===== config.mk =====
export PLATFORM = sky130hd
export DESIGN_NAME = video_fragment_header_parser_unit
export DESIGN_NICKNAME = d
export VERILOG_FILES = /design/src/vfhp_pkg.sv /design/src/vfhp_capture.sv /design/src/vfhp_check.sv /design/src/video_fragment_header_parser_unit.sv
export SDC_FILE = /design/constraint.sdc
export NUM_CORES = 1
export LEC_CHECK = 0
export ABC_AREA = 1
export BUFFER_PORTS_ARGS = -buffer_cell sky130_fd_sc_hd__buf_2
export CAP_MARGIN = 10
export CORE_UTILIZATION = 50
export CTS_CLUSTER_DIAMETER = 150
export DETAILED_ROUTE_END_ITERATION = 10
export PLACE_DENSITY = 0.7
export SYNTH_ARGS = -nofsm -noshare
export SYNTH_HDL_FRONTEND = slang
export SYNTH_SLANG_ARGS = --single-unit

===== constraint.sdc =====
create_clock -name clk -period 7.4 [get_ports clk]
set_clock_uncertainty 0.05 [all_clocks]
set_input_delay 0.74 -clock clk [delete_from_list [all_inputs] [get_ports clk]]
set_output_delay 0.74 -clock clk [all_outputs]
set_load 0.02 [all_outputs]

===== src/vfhp_pkg.sv =====
// Package with the types, constants and register codes of the video fragment header parser.
`timescale 1ns / 1ps

package vfhp_pkg;

    localparam int COUNT_BITS = 16;
    localparam logic [COUNT_BITS-1:0] COUNT_MAX = {COUNT_BITS{1'b1}};

    // Byte offsets of the header fields.
    localparam logic [COUNT_BITS-1:0] OFS_VERSION = COUNT_BITS'(4);
    localparam logic [COUNT_BITS-1:0] OFS_FLAGS   = COUNT_BITS'(5);
    localparam logic [COUNT_BITS-1:0] OFS_STREAM  = COUNT_BITS'(8);
    localparam logic [COUNT_BITS-1:0] OFS_FRAME   = COUNT_BITS'(12);
    localparam logic [COUNT_BITS-1:0] OFS_FIDX    = COUNT_BITS'(16);
    localparam logic [COUNT_BITS-1:0] OFS_FCNT    = COUNT_BITS'(18);
    localparam logic [COUNT_BITS-1:0] OFS_PTS     = COUNT_BITS'(20);
    localparam logic [COUNT_BITS-1:0] HDR_BYTES   = COUNT_BITS'(24);

    localparam int CFG_INDEX_BITS = 4;
    localparam logic [CFG_INDEX_BITS-1:0] CFG_EXPECTED_MAGIC   = CFG_INDEX_BITS'(0);
    localparam logic [CFG_INDEX_BITS-1:0] CFG_EXPECTED_VERSION = CFG_INDEX_BITS'(1);

    localparam logic [2:0] ST_OK       = 3'd0;
    localparam logic [2:0] ST_SHORT    = 3'd1;
    localparam logic [2:0] ST_MAGIC    = 3'd2;
    localparam logic [2:0] ST_VERSION  = 3'd3;
    localparam logic [2:0] ST_HDR_LEN  = 3'd4;
    localparam logic [2:0] ST_FRAGMENT = 3'd5;

    typedef struct packed {
        logic [7:0] data_byte;
        logic       last_byte;
    } in_item_t;

    typedef struct packed {
        logic [7:0]  payload_byte;
        logic        payload_valid;
        logic        packet_end;
        logic [2:0]  status;
        logic [7:0]  hdr_flags;
        logic [31:0] stream_id;
        logic [31:0] frame_id;
        logic [15:0] frag_index;
        logic [15:0] frag_count;
        logic [31:0] pts_ms;
    } out_item_t;

    typedef struct packed {
        logic [31:0] magic_word;
        logic [7:0]  version_byte;
        logic [7:0]  flags_byte;
        logic [15:0] header_length;
        logic [31:0] stream_word;
        logic [31:0] frame_word;
        logic [15:0] fragment_index;
        logic [15:0] fragment_count;
        logic [31:0] timestamp_word;
    } hdr_fields_t;

    typedef struct packed {
        logic [COUNT_BITS-1:0] pos;
        logic [COUNT_BITS-1:0] len;
    } count_info_t;

endpackage


===== src/vfhp_capture.sv =====
// Byte counter and header field capture registers.
`timescale 1ns / 1ps

module vfhp_capture (
    input  logic                clk,
    input  logic                rst_n,
    input  logic                advance,
    input  logic [7:0]          data_byte,
    input  logic                last_byte,
    output vfhp_pkg::hdr_fields_t hdr,
    output vfhp_pkg::count_info_t cnt
);
    import vfhp_pkg::*;

    logic [COUNT_BITS-1:0] byte_count_reg;
    logic [COUNT_BITS-1:0] byte_count_next;
    hdr_fields_t           hdr_reg;
    hdr_fields_t           hdr_next;
    hdr_fields_t           cap;

    // The header as it stands once the current byte has been taken in.
    always_comb
    begin
        cap = hdr_reg;
        if (byte_count_reg < OFS_VERSION)
            cap.magic_word = {hdr_reg.magic_word[23:0], data_byte};
        else if (byte_count_reg == OFS_VERSION)
            cap.version_byte = data_byte;
        else if (byte_count_reg == OFS_FLAGS)
            cap.flags_byte = data_byte;
        else if (byte_count_reg < OFS_STREAM)
            cap.header_length = {hdr_reg.header_length[7:0], data_byte};
        else if (byte_count_reg < OFS_FRAME)
            cap.stream_word = {hdr_reg.stream_word[23:0], data_byte};
        else if (byte_count_reg < OFS_FIDX)
            cap.frame_word = {hdr_reg.frame_word[23:0], data_byte};
        else if (byte_count_reg < OFS_FCNT)
            cap.fragment_index = {hdr_reg.fragment_index[7:0], data_byte};
        else if (byte_count_reg < OFS_PTS)
            cap.fragment_count = {hdr_reg.fragment_count[7:0], data_byte};
        else if (byte_count_reg < HDR_BYTES)
            cap.timestamp_word = {hdr_reg.timestamp_word[23:0], data_byte};
    end

    always_comb
    begin
        cnt.pos = byte_count_reg;
        cnt.len = (byte_count_reg == COUNT_MAX) ? COUNT_MAX
                                                : byte_count_reg + COUNT_BITS'(1);
        byte_count_next = byte_count_reg;
        hdr_next        = hdr_reg;
        if (advance)
        begin
            if (last_byte)
            begin
                byte_count_next = '0;
                hdr_next        = '0;
            end
            else
            begin
                byte_count_next = cnt.len;
                hdr_next        = cap;
            end
        end
    end

    assign hdr = cap;

    always_ff @(posedge clk or negedge rst_n)
    begin
        if (!rst_n)
        begin
            byte_count_reg <= '0;
            hdr_reg        <= '0;
        end
        else
        begin
            byte_count_reg <= byte_count_next;
            hdr_reg        <= hdr_next;
        end
    end

endmodule


===== src/vfhp_check.sv =====
// Payload decision and packet status checks.
`timescale 1ns / 1ps

module vfhp_check (
    input  vfhp_pkg::hdr_fields_t hdr,
    input  vfhp_pkg::count_info_t cnt,
    input  logic [31:0]           expected_magic,
    input  logic [7:0]            expected_version,
    output logic                  is_payload,
    output logic [2:0]            status
);
    import vfhp_pkg::*;

    logic [COUNT_BITS-1:0] hlen_ext;

    assign hlen_ext   = COUNT_BITS'(hdr.header_length);
    assign is_payload = (cnt.pos >= HDR_BYTES) && (cnt.pos >= hlen_ext);

    always_comb
    begin
        if (cnt.len < HDR_BYTES)
            status = ST_SHORT;
        else if (hdr.magic_word != expected_magic)
            status = ST_MAGIC;
        else if (hdr.version_byte != expected_version)
            status = ST_VERSION;
        else if ((hlen_ext < HDR_BYTES) || (hlen_ext > cnt.len))
            status = ST_HDR_LEN;
        else if ((hdr.fragment_count == 16'd0) ||
                 (hdr.fragment_index >= hdr.fragment_count))
            status = ST_FRAGMENT;
        else
            status = ST_OK;
    end

endmodule


===== src/video_fragment_header_parser_unit.sv =====
// Top level of the video fragment header parser: input stage, capture, checks, result stage.
// An accepted byte is held in the input register, and its result is held in the result register.
// Throughput: one byte per cycle while out_stall is low; the header capture and status
// checks sit between the input register and the result register.
// Bytes in the header area produce no result unless flagged as last.
// Reset (rst_n, asynchronous, active low) clears the byte counter, header fields,
// both configuration registers and all valid flags.
`timescale 1ns / 1ps

module video_fragment_header_parser_unit (
    input  logic                                 clk,
    input  logic                                 rst_n,
    input  logic                                 in_valid,
    output logic                                 in_stall,
    input  vfhp_pkg::in_item_t                   in_data,
    output logic                                 out_valid,
    input  logic                                 out_stall,
    output vfhp_pkg::out_item_t                  out_data,
    input  logic                                 cfg_valid,
    output logic                                 cfg_ready,
    input  logic [vfhp_pkg::CFG_INDEX_BITS-1:0]  cfg_index,
    input  logic [31:0]                          cfg_data
);
    import vfhp_pkg::*;

    logic        in_valid_reg;
    in_item_t    in_item_reg;
    logic        out_valid_reg;
    out_item_t   out_item_reg;
    out_item_t   result;
    logic [31:0] expected_magic_reg;
    logic [7:0]  expected_version_reg;

    logic        s1_stall;
    logic        s1_advance;
    logic        is_payload;
    logic [2:0]  status;
    hdr_fields_t hdr;
    count_info_t cnt;

    assign cfg_ready  = 1'b1;
    assign s1_stall   = out_valid_reg && out_stall;
    assign s1_advance = in_valid_reg && !s1_stall;
    assign in_stall   = in_valid_reg && s1_stall;

    always_ff @(posedge clk or negedge rst_n)
    begin
        if (!rst_n)
        begin
            expected_magic_reg   <= '0;
            expected_version_reg <= '0;
        end
        else if (cfg_valid && cfg_ready)
        begin
            unique case (cfg_index)
                CFG_EXPECTED_MAGIC:   expected_magic_reg   <= cfg_data;
                CFG_EXPECTED_VERSION: expected_version_reg <= cfg_data[7:0];
                default: ;
            endcase
        end
    end

    always_ff @(posedge clk or negedge rst_n)
    begin
        if (!rst_n)
            in_valid_reg <= 1'b0;
        else if (!in_stall)
            in_valid_reg <= in_valid;
    end

    always_ff @(posedge clk)
    begin
        if (in_valid && !in_stall)
            in_item_reg <= in_data;
    end

    vfhp_capture u_capture (
        .clk       (clk),
        .rst_n     (rst_n),
        .advance   (s1_advance),
        .data_byte (in_item_reg.data_byte),
        .last_byte (in_item_reg.last_byte),
        .hdr       (hdr),
        .cnt       (cnt)
    );

    vfhp_check u_check (
        .hdr              (hdr),
        .cnt              (cnt),
        .expected_magic   (expected_magic_reg),
        .expected_version (expected_version_reg),
        .is_payload       (is_payload),
        .status           (status)
    );

    // Header fields and status are reported only with the packet end.
    always_comb
    begin
        result = '0;
        if (is_payload)
        begin
            result.payload_byte  = in_item_reg.data_byte;
            result.payload_valid = 1'b1;
        end
        if (in_item_reg.last_byte)
        begin
            result.packet_end = 1'b1;
            result.status     = status;
            result.hdr_flags  = hdr.flags_byte;
            result.stream_id  = hdr.stream_word;
            result.frame_id   = hdr.frame_word;
            result.frag_index = hdr.fragment_index;
            result.frag_count = hdr.fragment_count;
            result.pts_ms     = hdr.timestamp_word;
        end
    end

    always_ff @(posedge clk or negedge rst_n)
    begin
        if (!rst_n)
            out_valid_reg <= 1'b0;
        else if (s1_advance && (is_payload || in_item_reg.last_byte))
            out_valid_reg <= 1'b1;
        else if (!out_stall)
            out_valid_reg <= 1'b0;
    end

    always_ff @(posedge clk)
    begin
        if (s1_advance && (is_payload || in_item_reg.last_byte))
            out_item_reg <= result;
    end

    assign out_valid = out_valid_reg;
    assign out_data  = out_item_reg;

    // A transaction on the result side always carries payload, a packet end, or both.
    a_result_has_content: assert property (@(posedge clk) disable iff (!rst_n)
        out_valid |-> (out_data.payload_valid || out_data.packet_end))
        else $error("result without payload or packet end");

    // A nonzero status only comes with the packet end.
    a_status_at_end: assert property (@(posedge clk) disable iff (!rst_n)
        (out_valid && !out_data.packet_end) |-> (out_data.status == ST_OK))
        else $error("status reported away from packet end");

    // The byte counter restarts after the last byte of a packet is processed.
    a_count_restart: assert property (@(posedge clk) disable iff (!rst_n)
        (s1_advance && in_item_reg.last_byte) |=> (cnt.pos == '0))
        else $error("byte counter not cleared after packet end");

    // No payload can come out of the first header bytes.
    a_no_early_payload: assert property (@(posedge clk) disable iff (!rst_n)
        (in_valid_reg && (cnt.pos < HDR_BYTES)) |-> !is_payload)
        else $error("payload flagged inside the fixed header");

endmodule

==> results.ini <==
[worst_setup_path]
crit_type = register to register
critical_path.slowest_cell = inv_6
worstSetupEndpointType = register
crit_required_ps = 7590
cp_slowest_stage_delay_ps = 600
cp_top_family = simple AND/OR/NAND/NOR gates
critical_path_arrival_ps = 5630
cp_max_fo = 80
critPathBufInv = 4
cp_common_cell = nand2_1
worstSetupStartpointType = register

[clock_tree]
cts_setup_buffers = 0
cts_max_path_buffers = 3
clock-root-buffer = clkbuf_16
tritoncts = built
postCtsHoldBufs = 0
cts_resized = 0
htree_levels = 2
cts_num_sinks = 408
cts_buffers = 43
clk_pin_slew_ps = 60
clock_latency_ps = 570

[floorplan]
io_pins = 202
rows = 70
die_width_um = 197
dieArea_sq_um = 38700
initial_utilization = 0.513
core_sq_um = 37000
dieHeight_um = 197

[sta]
slew_violations = 0
final.setup.tns_ps = 0
hold_violations = 0
rsz0062_at_grt = false
slew_headroom = 0.262
finalCritPeriodShare = 0.735
fmax_ghz = 0.184
min_period_ps = 5440
tightest_slew_ps = 1110
setup_violations = 0

[worst_hold_path]
min_path_type = input port to async pin

[logic_synthesis]
syn_area_sq_um = 19000
synth_compound_area_frac = 0.131
syn_nets = 2149
synth_xor_area_frac = 0.0217
synthAdderAreaFrac = 0.0336
synth_area_leaders = dfrtp_1, edfxtp_1, nand2_1
async_flop_share = 0.613
syn-mean-instance-area_sq_um = 9.26
yosys-top-cells-count = nand2_1, inv_1, dfrtp_1
synth_edf_count = 158
synth_most_common_cell = nand2_1
netlist_instances = 2048
synth_top_family_by_area = simple AND/OR/NAND/NOR gates
synthSimpleGateAreaFrac = 0.144
yosysWarnings = 0
synth_top_flop_cell = dfrtp_1
yosysUniqueCellTypes = 41
ys_seq_elements = 408
synth_top_area_cell = dfrtp_1
seq_area_frac_synth = 0.580
muxShareOfSynthArea = 0.00831
synth_top_area_share = 0.330

[detailed_routing]
ant_nets = 0
first_iter_violations = 1107
drc = 0
firstDrtPassIters = 5
via_per_inst = 5.38
wl_per_cell_um = 17.2
num_vias = 14800
wl_um = 47100

[pwr]
power.density_nw_per_um2 = 273
internal_power_mw = 4.13
p_clk_frac = 0.355
pwr-share-comb = 0.194
p_leak_nw = 10.4
power_switching_mw = 1.80
p_sw_frac = 0.303
p_seq_frac = 0.451
peakVddDrop_v = 0.000181

[global_routing]
grt_pass1_vias = 13900
grt_pass1_wl_um = 74600
grt_max_degree = 147
grt_overflow = 0
antenna_found_initial = 1
track_usage = 0.246

[finish]
syn_to_final_growth_pct = 14.3
largest_register_ffs = 192
final_area_sq_um = 21700
fill_cells = 3179
fin_nets = 2305
drive_gt1_frac = 0.141

[flow_run]
cap_violations = 0

[place]
dp_hpwl_um = 31100
placed_area_sq_um = 20300
gp_congestion = 0.864
io_buffers = 200

[outcome]
status = completed

stage by stage:
stage / worst slack (ps) / instances / util / total power [mW] / hold WS [ps]
3_5_place_dp: 2030 / 2662 / 0.550 / 3.86 / 418
3_3_place_gp: 2120 / 2662 / 0.550 / 3.84 / 412
6_report: 1960 / 2742 / 0.587 / 5.92 / 141
2_1_floorplan: 1120 / 2048 / - / 3.53 / 385
4_1_cts: 1980 / 2740 / 0.586 / 5.96 / 213
5_1_grt: 1470 / 2742 / 0.587 / 6.22 / 220
power by group through the flow:
stage | registers, mW | clock network [mW] | logic [mW]
after floorplan | 2.75 | 0 | 0.785
after global placement | 2.71 | 0 | 1.13
after detailed placement | 2.71 | 0 | 1.15
after CTS | 2.67 | 2.13 | 1.16
after global routing | 2.69 | 2.22 | 1.31
final | 2.67 | 2.10 | 1.15
layout by cell type (no fill, tap or decap), drive strengths merged, types with 51 or more instances in the layout:
cell type / instances
edfxtp: 158
inv: 295
o21ai: 229
ha: 51
dfrtp: 250
buf: 214
nor2: 232
o22ai: 168
clkbuf: 62
nand2: 391
routing by layer:
metal	part of all wire	track usage	vias up
met5	0	0	-
met3	0.064	0.0399	68
met2	0.46	0.382	460
met4	0.023	0.0712	0
li1	-	-	7106
met1	0.45	0.357	7131
worst register-to-register path, delay by kind of cell, from the launching register on:
family,cells,cell delay (ps)
AND/OR/NAND/NOR,17,2170
buffers and inverters,4,1380
AO/OA/AOI/OAI,4,760
flip-flops,1,470
adder cells (fa/ha/maj),1,280
kinds of logic after synthesis:
logic type               after synthesis
flip-flops                           408
multiplexers                          14
AO/OA/AOI/OAI                        449
XOR/XNOR                              47
adder cells (fa/ha/maj)               51
other                                  1
AND/OR/NAND/NOR                      683
buffers and inverters                395
layout make-up:
type	count	area (sq um)	area share
repair buffers	214	1130	0.0522
clock buffers	62	1220	0.0562
flip-flops and latches	408	11000	0.507
clock inverters	16	143	0.00658
inverters	292	1110	0.0512
diodes	1	2.50	0.000115
multi-input cells	1245	6450	0.297
well taps	504	631	0.0291
final timing paths:
check	startpoint	to	slack [ps]	cells after the start
setup reg to reg	u_capture.byte_count_reg[9]	out_data[58]	1960	26
min in group clk	in_data[0]	in_item_reg[0]	300	1
hold / removal	rst_n	u_capture.hdr_reg[11]	140	1
hold reg to reg	u_capture.hdr_reg[145]	u_capture.hdr_reg[145]	430	2
setup / recovery	u_capture.byte_count_reg[9]	out_data[58]	1960	26
max in group asynchronous	rst_n	u_capture.hdr_reg[187]	5810	2
(Power assumes the default switching activity.)
